--- config.mk ---
export PLATFORM = sky130hd
export DESIGN_NAME = keypad_lock_controller_top
export DESIGN_NICKNAME = d
export VERILOG_FILES = /design/src/rtl/kl_pkg.sv /design/src/rtl/kl_cfg_regs.sv /design/src/rtl/kl_fsm.sv /design/src/rtl/keypad_lock_controller_top.sv
export SDC_FILE = /design/constraint.sdc
export NUM_CORES = 1
export LEC_CHECK = 0
export BUFFER_PORTS_ARGS = -buffer_cell sky130_fd_sc_hd__buf_2
export CAP_MARGIN = 20
export CORE_UTILIZATION = 30
export DETAILED_ROUTE_END_ITERATION = 8
export PLACE_DENSITY = 0.43
export SYNTH_ARGS = -nofsm -noshare
export SYNTH_HDL_FRONTEND = slang
export SYNTH_HIERARCHICAL = 1
export SYNTH_SLANG_ARGS = --single-unit
--- constraint.sdc ---
create_clock -name i_clk -period 5.5 [get_ports i_clk]
set_input_delay 1.1 -clock i_clk [delete_from_list [all_inputs] [get_ports i_clk]]
set_output_delay 1.1 -clock i_clk [all_outputs]
set_load 0.1 [all_outputs]
--- src/rtl/kl_pkg.sv ---
`default_nettype none

package kl_pkg;

    localparam int CodeW = 32;

    // configuration register indexes
    localparam logic [2:0] CFG_DIGITS  = 3'd0;
    localparam logic [2:0] CFG_ATTEMPT = 3'd1;
    localparam logic [2:0] CFG_LOCKOUT = 3'd2;
    localparam logic [2:0] CFG_OPEN    = 3'd3;
    localparam logic [2:0] CFG_HOLD    = 3'd4;
    localparam logic [2:0] CFG_CLOSE   = 3'd5;
    localparam logic [2:0] CFG_SPEED   = 3'd6;

    localparam logic       KIND_BYTE = 1'b0;
    localparam logic       KIND_TICK = 1'b1;

    localparam logic [7:0] REPLY_DIFF  = 8'd0;
    localparam logic [7:0] REPLY_SAME  = 8'd2;
    localparam logic [7:0] REPLY_MATCH = 8'd5;

    localparam logic [7:0] OPT_OPEN  = 8'h2B;  // '+'
    localparam logic [7:0] OPT_RESET = 8'h2D;  // '-'

    localparam logic [1:0] DIR_STOP = 2'd0;
    localparam logic [1:0] DIR_FWD  = 2'd1;
    localparam logic [1:0] DIR_BWD  = 2'd2;

    typedef enum logic [7:0] {
        MODE_SETUP1  = 8'b0000_0001,
        MODE_SETUP2  = 8'b0000_0010,
        MODE_OPTION  = 8'b0000_0100,
        MODE_ENTRY   = 8'b0000_1000,
        MODE_LOCKOUT = 8'b0001_0000,
        MODE_OPEN    = 8'b0010_0000,
        MODE_HOLD    = 8'b0100_0000,
        MODE_CLOSE   = 8'b1000_0000
    } t_mode;

    typedef struct packed {
        logic [3:0] digits_per_code;
        logic [2:0] attempt_limit;
        logic [7:0] lockout_ticks;
        logic [7:0] open_ticks;
        logic [7:0] hold_ticks;
        logic [7:0] close_ticks;
        logic [7:0] motor_speed;
    } t_cfg;

    typedef struct packed {
        logic       send_valid;
        logic [7:0] send_byte;
        logic [1:0] motor_dir;
        logic [7:0] motor_drive;
        logic       buzzer;
    } t_result;

endpackage

`default_nettype wire

--- src/rtl/kl_cfg_regs.sv ---
`default_nettype none

module kl_cfg_regs
    import kl_pkg::*;
(
    input  wire logic       i_clk,
    input  wire logic       i_rst_n,
    input  wire logic       i_wr,
    input  wire logic [2:0] i_index,
    input  wire logic [7:0] i_data,
    output t_cfg            o_cfg
);

    t_cfg r_cfg;

    always_ff @(posedge i_clk) begin
        if (!i_rst_n) begin
            r_cfg.digits_per_code <= 4'd5;
            r_cfg.attempt_limit   <= 3'd3;
            r_cfg.lockout_ticks   <= 8'd60;
            r_cfg.open_ticks      <= 8'd15;
            r_cfg.hold_ticks      <= 8'd3;
            r_cfg.close_ticks     <= 8'd15;
            r_cfg.motor_speed     <= 8'd200;
        end else if (i_wr) begin
            case (i_index)
                CFG_DIGITS:  r_cfg.digits_per_code <= i_data[3:0];
                CFG_ATTEMPT: r_cfg.attempt_limit   <= i_data[2:0];
                CFG_LOCKOUT: r_cfg.lockout_ticks   <= i_data;
                CFG_OPEN:    r_cfg.open_ticks      <= i_data;
                CFG_HOLD:    r_cfg.hold_ticks      <= i_data;
                CFG_CLOSE:   r_cfg.close_ticks     <= i_data;
                CFG_SPEED:   r_cfg.motor_speed     <= i_data;
                default: begin
                end
            endcase
        end
    end

    assign o_cfg = r_cfg;

endmodule

`default_nettype wire

--- src/rtl/kl_fsm.sv ---
`default_nettype none

module kl_fsm
    import kl_pkg::*;
(
    input  wire logic       i_clk,
    input  wire logic       i_rst_n,
    input  wire logic       i_step,
    input  wire logic       i_kind,
    input  wire logic [7:0] i_rx_byte,
    input  t_cfg            i_cfg,
    output t_result         o_result
);

    t_mode              r_mode,        n_mode;
    logic [3:0]         r_digit_count, n_digit_count;
    logic [CodeW-1:0]   r_entry_accum, n_entry_accum;
    logic [CodeW-1:0]   r_first_entry, n_first_entry;
    logic [CodeW-1:0]   r_stored_code;
    logic [2:0]         r_miss_count,  n_miss_count;
    logic [7:0]         r_option_held, n_option_held;
    logic [7:0]         r_tick_count,  n_tick_count;

    logic               store_wr;
    logic [CodeW-1:0]   fold;
    logic [3:0]         cnt_inc;
    logic               code_done;
    logic [2:0]         miss_inc;
    logic [7:0]         tick_inc;
    logic [7:0]         limit;
    logic               timed;
    t_result            res;

    // code*10 + byte as two shifts and two adds
    assign fold = {r_entry_accum[CodeW-4:0], 3'b000}
                + {r_entry_accum[CodeW-2:0], 1'b0}
                + {{(CodeW-8){1'b0}}, i_rx_byte};
    assign cnt_inc   = r_digit_count + 4'd1;
    assign code_done = (cnt_inc >= i_cfg.digits_per_code) || (cnt_inc == 4'd0);
    assign miss_inc  = r_miss_count + 3'd1;
    assign tick_inc  = r_tick_count + 8'd1;

    always_comb begin
        case (r_mode)
            MODE_LOCKOUT: begin limit = i_cfg.lockout_ticks; timed = 1'b1; end
            MODE_OPEN:    begin limit = i_cfg.open_ticks;    timed = 1'b1; end
            MODE_HOLD:    begin limit = i_cfg.hold_ticks;    timed = 1'b1; end
            MODE_CLOSE:   begin limit = i_cfg.close_ticks;   timed = 1'b1; end
            default:      begin limit = 8'd0;                timed = 1'b0; end
        endcase
    end

    always_comb begin
        n_mode        = r_mode;
        n_digit_count = r_digit_count;
        n_entry_accum = r_entry_accum;
        n_first_entry = r_first_entry;
        n_miss_count  = r_miss_count;
        n_option_held = r_option_held;
        n_tick_count  = r_tick_count;
        store_wr      = 1'b0;
        res           = '0;

        if (i_kind == KIND_TICK) begin
            if (timed) begin
                n_tick_count = tick_inc;
                if (tick_inc >= limit) begin
                    n_tick_count = 8'd0;
                    case (r_mode)
                        MODE_OPEN: n_mode = MODE_HOLD;
                        MODE_HOLD: n_mode = MODE_CLOSE;
                        default:   n_mode = MODE_OPTION;
                    endcase
                end
            end
        end else begin
            if (r_mode == MODE_SETUP1 || r_mode == MODE_SETUP2 || r_mode == MODE_ENTRY) begin
                n_entry_accum = code_done ? '0 : fold;
                n_digit_count = code_done ? 4'd0 : cnt_inc;
            end
            case (r_mode)
                MODE_SETUP1: begin
                    if (code_done) begin
                        n_first_entry = fold;
                        n_mode        = MODE_SETUP2;
                    end
                end
                MODE_SETUP2: begin
                    if (code_done) begin
                        res.send_valid = 1'b1;
                        if (fold == r_first_entry) begin
                            res.send_byte = REPLY_SAME;
                            store_wr      = 1'b1;
                            n_mode        = MODE_OPTION;
                        end else begin
                            res.send_byte = REPLY_DIFF;
                            n_mode        = MODE_SETUP1;
                        end
                    end
                end
                MODE_OPTION: begin
                    n_option_held = i_rx_byte;
                    n_miss_count  = 3'd0;
                    n_entry_accum = '0;
                    n_digit_count = 4'd0;
                    n_mode        = MODE_ENTRY;
                end
                MODE_ENTRY: begin
                    if (code_done) begin
                        res.send_valid = 1'b1;
                        if (fold == r_stored_code) begin
                            res.send_byte = REPLY_MATCH;
                            if (r_option_held == OPT_OPEN) begin
                                n_mode       = MODE_OPEN;
                                n_tick_count = 8'd0;
                            end else if (r_option_held == OPT_RESET) begin
                                n_mode = MODE_SETUP1;
                            end else begin
                                n_mode = MODE_OPTION;
                            end
                        end else begin
                            n_miss_count  = miss_inc;
                            res.send_byte = {5'd0, miss_inc};
                            if (miss_inc >= i_cfg.attempt_limit || miss_inc == 3'd0) begin
                                n_mode       = MODE_LOCKOUT;
                                n_tick_count = 8'd0;
                            end
                        end
                    end
                end
                default: begin
                end
            endcase
        end

        case (n_mode)
            MODE_LOCKOUT: res.buzzer = 1'b1;
            MODE_OPEN: begin
                res.motor_dir   = DIR_FWD;
                res.motor_drive = i_cfg.motor_speed;
            end
            MODE_HOLD:  res.motor_dir = DIR_FWD;
            MODE_CLOSE: begin
                res.motor_dir   = DIR_BWD;
                res.motor_drive = i_cfg.motor_speed;
            end
            default: begin
            end
        endcase
    end

    always_ff @(posedge i_clk) begin
        if (!i_rst_n) begin
            r_mode        <= MODE_SETUP1;
            r_digit_count <= 4'd0;
            r_entry_accum <= '0;
            r_first_entry <= '0;
            r_miss_count  <= 3'd0;
            r_option_held <= 8'd0;
            r_tick_count  <= 8'd0;
        end else if (i_step) begin
            r_mode        <= n_mode;
            r_digit_count <= n_digit_count;
            r_entry_accum <= n_entry_accum;
            r_first_entry <= n_first_entry;
            r_miss_count  <= n_miss_count;
            r_option_held <= n_option_held;
            r_tick_count  <= n_tick_count;
        end
    end

    // written once setup agrees; read only in code entry
    always_ff @(posedge i_clk) begin
        if (i_step && store_wr) begin
            r_stored_code <= fold;
        end
    end

    assign o_result = res;

endmodule

`default_nettype wire

--- src/rtl/keypad_lock_controller_top.sv ---
// Channel   Direction  Handshake                   Payload
// in        sink       i_in_valid / o_in_ready     i_kind, i_rx_byte
// out       source     o_out_valid / i_out_ready   o_send_valid, o_send_byte,
//                                                  o_motor_dir, o_motor_drive, o_buzzer
// cfg       sink       i_cfg_valid / o_cfg_ready   i_cfg_index, i_cfg_data
//
// Each beat goes from input to result via the input register, then one pass
// through the state update into the result register. One beat per cycle sustained
// while the result is not stalled. While the result is stalled one more beat waits in
// the input register; it moves on in the cycle the result drains.
// Reset is synchronous; state and configuration return to their defaults at once.
// Configuration writes are always taken.
`default_nettype none

module keypad_lock_controller_top
    import kl_pkg::*;
(
    input  wire logic       i_clk,
    input  wire logic       i_rst_n,
    input  wire logic       i_in_valid,
    output logic            o_in_ready,
    input  wire logic       i_kind,
    input  wire logic [7:0] i_rx_byte,
    output logic            o_out_valid,
    input  wire logic       i_out_ready,
    output logic            o_send_valid,
    output logic [7:0]      o_send_byte,
    output logic [1:0]      o_motor_dir,
    output logic [7:0]      o_motor_drive,
    output logic            o_buzzer,
    input  wire logic       i_cfg_valid,
    output logic            o_cfg_ready,
    input  wire logic [2:0] i_cfg_index,
    input  wire logic [7:0] i_cfg_data
);

    logic       r_in_valid;
    logic       r_kind;
    logic [7:0] r_rx_byte;
    logic       r_out_valid;
    t_result    r_out;
    t_result    step_res;
    t_cfg       cfg;
    logic       advance;

    assign advance     = r_in_valid && (!r_out_valid || i_out_ready);
    assign o_in_ready  = !r_in_valid || advance;
    assign o_cfg_ready = 1'b1;

    kl_cfg_regs u_cfg (
        .i_clk   (i_clk),
        .i_rst_n (i_rst_n),
        .i_wr    (i_cfg_valid),
        .i_index (i_cfg_index),
        .i_data  (i_cfg_data),
        .o_cfg   (cfg)
    );

    kl_fsm u_fsm (
        .i_clk     (i_clk),
        .i_rst_n   (i_rst_n),
        .i_step    (advance),
        .i_kind    (r_kind),
        .i_rx_byte (r_rx_byte),
        .i_cfg     (cfg),
        .o_result  (step_res)
    );

    always_ff @(posedge i_clk) begin
        if (!i_rst_n) begin
            r_in_valid  <= 1'b0;
            r_out_valid <= 1'b0;
        end else begin
            if (o_in_ready) begin
                r_in_valid <= i_in_valid;
            end
            if (advance) begin
                r_out_valid <= 1'b1;
            end else if (i_out_ready) begin
                r_out_valid <= 1'b0;
            end
        end
    end

    always_ff @(posedge i_clk) begin
        if (i_in_valid && o_in_ready) begin
            r_kind    <= i_kind;
            r_rx_byte <= i_rx_byte;
        end
        if (advance) begin
            r_out <= step_res;
        end
    end

    assign o_out_valid   = r_out_valid;
    assign o_send_valid  = r_out.send_valid;
    assign o_send_byte   = r_out.send_byte;
    assign o_motor_dir   = r_out.motor_dir;
    assign o_motor_drive = r_out.motor_drive;
    assign o_buzzer      = r_out.buzzer;

endmodule

`default_nettype wire

[After elaboration in Yosys (flattened, before gate mapping)]
Index checks and enable logic that the tools add are counted.
Storage, ports and cells
  bits in registers: 204
  output and inout port bits: 23
Cells by class
  $add $sub $neg: 5
  $lt $le $gt $ge: 3
  equal/unequal tests: 26
  multiplexer cells: 45
  bitwise logic cells: 1
  reductions and logical operators: 35
Operators by type and width (number)
  8-bit two-way mux: 17
  31-bit two-way mux: 3
  32-bit == test: 2
  8-bit one-hot mux with 4 select lines: 2
  32-bit adder: 1
  32-bit by 8-bit adder with 32-bit output: 1
  8-bit by 6-bit == test with 1-bit output (second input constant): 4
  9-bit two-way mux: 2
  9-bit one-hot mux with 2 select lines: 1
  8-bit by 5-bit == test with 1-bit output (second input constant): 2
  8-bit by 7-bit == test with 1-bit output (second input constant): 2
  8-bit == test (second input constant): 2
  8-bit one-hot mux with 2 select lines: 1
  3-bit two-way mux: 5
  2-bit AND reduction: 7
  4-bit two-way mux: 3
  2-bit nonzero test: 5
  3-bit == test (second input constant): 3
  8-bit by 1-bit adder with 8-bit output (second input constant): 1
  8-bit by 1-bit == test with 1-bit output (second input constant): 1
  8-bit by 2-bit == test with 1-bit output (second input constant): 1
  8-bit by 3-bit == test with 1-bit output (second input constant): 1
  8-bit by 4-bit == test with 1-bit output (second input constant): 1
  8-bit >= comparator: 1
  other kinds (26): 46

[Longest topological paths before layout]
  depth after elaboration: 11
  mapped depth: 20
  depth with buffers taken out: 18

[Modules after synthesis]
Netlist, hierarchy kept.
By module, submodules not included
  kl_fsm: instances 1, cells an instance 1151, area an instance 9638.0 µm², seq. area each 2842.7 µm²
  kl_cfg_regs: instances 1, cells an instance 186, area an instance 1911.8 µm², seq. area each 940.9 µm²
  keypad_lock_controller_top: instances 1, cells an instance 40, area an instance 985.9 µm², seq. area each 910.9 µm²

[Least setup slack after synthesis]
No wires, ideal clock.
  kind: reg-to-reg
  start: reg r_rx_byte[5]
  end: reg u_fsm.r_stored_code[0], enable pin
  library setup time: 0.421 ns
  data arrival time: 5.124 ns
  setup slack: -0.045 ns
  cell stages (with the launch flop): 15
  cell sequence: edfxtp_1 > fa_1 > ha_1 > and2_1 > a221o_1 > o2111ai_2 > and3b_1 > buf_4 > xnor3_1 > or4_1 > a2111oi_2 > and4_1 > and4bb_1 > nand2_1 > nor2_1
Between the ends
  longest elaborated chain between the ends: 7
RTL lines
  start: declaration: line keypad_lock_controller_top.sv:39  | logic [7:0] r_rx_byte;
  start signal: assignment: line keypad_lock_controller_top.sv:88  | r_rx_byte <= i_rx_byte;
  32-bit by 8-bit adder with 32-bit output: line kl_fsm.sv:37  | + {{(CodeW-8){1'b0}}, i_rx_byte};
  32-bit == test: line kl_fsm.sv:91  | if (fold == r_first_entry) begin
  1-bit two-way mux: line kl_fsm.sv:91
  1-bit two-way mux: line kl_fsm.sv:89  | if (code_done) begin
  1-bit two-way mux: line kl_fsm.sv:81  | case (r_mode)
  1-bit two-way mux: line kl_fsm.sv:64  | if (i_kind == KIND_TICK) begin
  1-bit logical AND: line kl_fsm.sv:174  | if (i_step && store_wr) begin
  end signal: assignment: line kl_fsm.sv:175  | r_stored_code <= fold;
  end: declaration: line kl_fsm.sv:19  | logic [CodeW-1:0] r_stored_code;
No other way between the ends.
A chain may end at the register's enable or synchronous reset.

[Worst setup path after layout]
  start: reg r_rx_byte[5]
  end: reg r_out, in the netlist o_motor_drive[6] (data pin)
Between the ends
  longest elaborated chain between the ends: 8
  elaborated cells on any way between the ends: 12
RTL lines
  32-bit by 8-bit adder with 32-bit output (*): line kl_fsm.sv:37
  32-bit == test (on tied branches): line kl_fsm.sv:111, kl_fsm.sv:91
  8-bit two-way mux / 3-bit two-way mux (equally long branches): line kl_fsm.sv:111, kl_fsm.sv:91
  8-bit two-way mux (on tied branches): line kl_fsm.sv:109, kl_fsm.sv:89
  8-bit one-hot mux with 4 select lines (*): line kl_fsm.sv:81
  8-bit two-way mux (*): line kl_fsm.sv:64
  8-bit by 6-bit == test with 1-bit output / 8-bit == test (equally long branches): line kl_fsm.sv:136  | case (n_mode)
  2-bit OR reduction (no source line) (*)
  end signal: assignment: line keypad_lock_controller_top.sv:91  | r_out <= step_res;
  end: declaration: line keypad_lock_controller_top.sv:41  | t_result r_out;
Every way passes the cells marked *; elsewhere a longest branch is shown, timed or not.

==> results.md <==
* Core box area at 41,000 µm²
* I/O Buffers at 46
* Final Hold Slack at 0.455 ns
* Crit-path max FO at 8
* Final core occ at 35.1%
* DR vias/cell at 5.23
* CTS H-tree depth at 1
* Routed Antenna Nets at 0
* Area grow syn2layout at 14.7%
* Final hold violations at 0
* CTS tree: yes
* Nets at 1,512
* Initial antenna violation count at 0
* Worst hold path type: reg2reg
* Post-synth ARST share at 0%
* Post-synth design cell area at 12,500 µm²
* R2R setup slack at 0.29 ns
* Reg area at 4690 µm²
* Initial DRC count at 694
* Post-DP HPWL at 27.6 mm
* Peak VDD IR at 195 µV
* Clock transition at the registers of the reported paths at 0.06 ns
* CP startpoint kind: flop
* Pin slew with the least headroom to its limit at 1.04 ns
* Leakage at 0.00569 µW
* DIE AREA at 42,600 µm²
* CTS max path bufs at 3
* Combinational power share at 7.8%
* Post-synth EDFFs at 61
* Final Cycle Share at 94.8%
* Antenna cells at 0
* Final non-filler cell total at 1,960
* Resize count post-CTS at 0
* Critical Path, Cell by Cell: fa_1, ha_1, and2_1, a221o_1, o21ai_1, nand3_1, a32o_1, or4_1, nor4_1, nand3_1, nor4b_2, o211ai_1, a2111oi_4, buf_4, and2_1
* Rel. slew slack at 30.0%
* First-pass GRT wire length at 58.6 mm
* Worst setup EP type: flop
* CP top delay family: simple AND/OR/NAND/NOR gates
* IO Count at 48
* Fillers at 4,199
* Most frequent cells in the layout: nand2_1 (177), dfxtp_1 (143), nor2_1 (106), a21oi_1 (87), ha_1 (73)
* Final Max Slew Viols at 0
* Clk Tree Root Cell: clkbuf_16
* CP Buf/Inv Count at 1
* WP data arrival at 5.64 ns
* Synth Warn # at 6
* P_sw at 935 µW
* Clock Latency Late Sink at 0.56 ns
* CP max-delay cell: or4_1
* Unrepaired setup endpoints after global routing: no
* Via count at 10,200
* Final wirelength at 37.4 mm
* Register bit total from synthesis at 204
* Max Freq at 0.192 GHz
* Area of the multi-input gates at 7380 µm²
* Post-CTS setup buffers at 0
* # rows at 74
* Net Sw Frac at 24.5%
* Hold_buf cts at 0
* Residual DRC at 0
* Main flop type after synthesis: dfxtp_1
* Largest net degree at the start of global routing at 88
* Total negative slack at 0 ns
* Drt first pass iters at 5
* Final setup violation count at 0
* Post-Syn Area per Cell at 9.10 µm²
* Pint at 2870 µW
* Initial Util at 30.6%
* Worst Path Required at 5.93 ns
* Crit Path Category: reg2reg
* Status: complete, no violations
* Die Ht at 206 µm
* Vias in the first global route at 9,912
* Commonest non-fill, non-tap cell in the layout: nand2_1
* Die width at 206 µm
* Gpl congestion at 0.875
* Grt ovf at 0
* WL/cell at 19.1 µm
* Max_cap viols at 0
* Final min period at 5.21 ns
* Sequential power share at 41.7%
* Distinct cells, synth at 90
* Dpl cells at 1,911
* GR Util All Layers at 17.8%
* Worst stage delay on the critical path at 0.52 ns
* Clock share of power at 50.4%
* Pwr/cell area at 265 nW/µm²
* Cells after synthesis at 1,377
* CTS sink count at 204
* Cts bufs inserted at 27
* Layout cells sized above 1 at 11.1%
* Seq/Total Area, Yosys at 37.4%
* Worst clock skew at 0.0255 ns
power groups by stage:
stage	clock, µW	sequential, µW	combinational, µW
6_report	1920	1590	298
5_1_grt	2040	1590	325
4_1_cts	1970	1590	302
3_5_place_dp	0	1620	300
3_3_place_gp	0	1620	302
2_1_floorplan	0	1670	174
layout make-up:
type / count / area share [%]
clock buffers: 33 / 4.99
clock inverters: 16 / 1.75
inverters: 31 / 0.809
multi-input cells: 1058 / 51.3
flip-flops and latches: 204 / 32.6
well taps: 532 / 4.63
repair buffers: 86 / 3.86
final timing paths:
kind / from / end / cells after the start
min: u_cfg/o_cfg[2] / u_cfg/o_cfg[2] / 2
min reg2reg: u_cfg/o_cfg[2] / u_cfg/o_cfg[2] / 2
max reg2reg: r_rx_byte[5] / o_motor_drive[6] / 15
max: r_rx_byte[5] / o_motor_drive[6] / 15
cells by family (layout without fill, tap and decap cells):
group / Yosys count / in the layout / share of synthesized area [%]
DFF: 204 / 204 / 37.4
AOI/OAI and AO/OA: 306 / 306 / 16.9
adders and majority gates: 79 / 79 / 8.24
buffers and inverters: 119 / 166 / 3.93
muxes: 56 / 56 / 4.50
other: 2 / 6 / 0.0599
and+or+nand+nor: 509 / 509 / 20.3
xor gates and xnor gates: 102 / 102 / 8.55
flip-flops by register name (all words and copies together) (netlist names):
| signal | cells |
|---|---|
| o_motor_drive | 8 |
| u_fsm/r_digit_count | 4 |
| o_buzzer | 1 |
| u_fsm/r_option_held | 8 |
| u_cfg/o_cfg | 47 |
| o_motor_dir | 2 |
| o_out_valid | 1 |
| u_fsm/r_entry_accum | 31 |
| u_fsm/r_stored_code | 32 |
| u_fsm/r_first_entry | 32 |
| u_fsm/r_mode | 8 |
| u_fsm/r_tick_count | 8 |
| o_send_valid | 1 |
| r_rx_byte | 8 |
| r_kind | 1 |
| r_in_valid | 1 |
| o_send_byte | 8 |
| u_fsm/r_miss_count | 3 |
through the flow:
| stage | cell area [µm²] | total power, µW | setup WS (ns) |
|---|---|---|---|
| detailed placement | 13400 | 1920 | 0.235 |
| CTS | 14400 | 3860 | 0.204 |
| global route | 14400 | 3950 | 0.0202 |
| floorplan | 12600 | 1840 | 0.474 |
| global placement | 13400 | 1920 | 0.255 |
| finish | 14400 | 3810 | 0.287 |
worst reg2reg max path: stages (launching register included):
cell       delay [ns]
edfxtp_1         0.42
fa_1             0.50
ha_1             0.41
and2_1           0.21
a221o_1          0.40
o21ai_1          0.23
nand3_1          0.21
a32o_1           0.26
or4_1            0.52
nor4_1           0.44
nand3_1          0.29
nor4b_2          0.34
o211ai_1         0.22
a2111oi_4        0.31
buf_4            0.19
and2_1           0.13
routing by layer:
metal	up-vias	routed length [µm]	GRT usage (%)	share of wire (%)
li1	5043	-	-	-
met1	4970	18400	25.9	49
met2	184	16700	27.6	45
met3	45	1540	2.11	4.1
met4	0	704	4.54	1.9
met5	-	0	0	0
cell usage after synthesis, types with 23 or more instances:
| cell type | number | share of area, % |
|---|---|---|
| a21oi_1 | 87 | 3.5 |
| a22oi_1 | 38 | 2.3 |
| clkbuf_1 | 63 | 1.9 |
| dfxtp_1 | 143 | 23 |
| edfxtp_1 | 61 | 15 |
| ha_1 | 73 | 7.3 |
| inv_1 | 31 | 0.93 |
| mux2i_1 | 53 | 4.2 |
| nand2_1 | 177 | 5.3 |
| nand3_1 | 31 | 1.2 |
| nor2_1 | 107 | 3.2 |
| nor2b_1 | 39 | 1.9 |
| nor3_1 | 23 | 0.92 |
| o21ai_0 | 40 | 1.6 |
| xnor2_1 | 62 | 4.3 |
| xor2_1 | 27 | 1.9 |
Note: power is estimated with default switching activity, not from simulation.
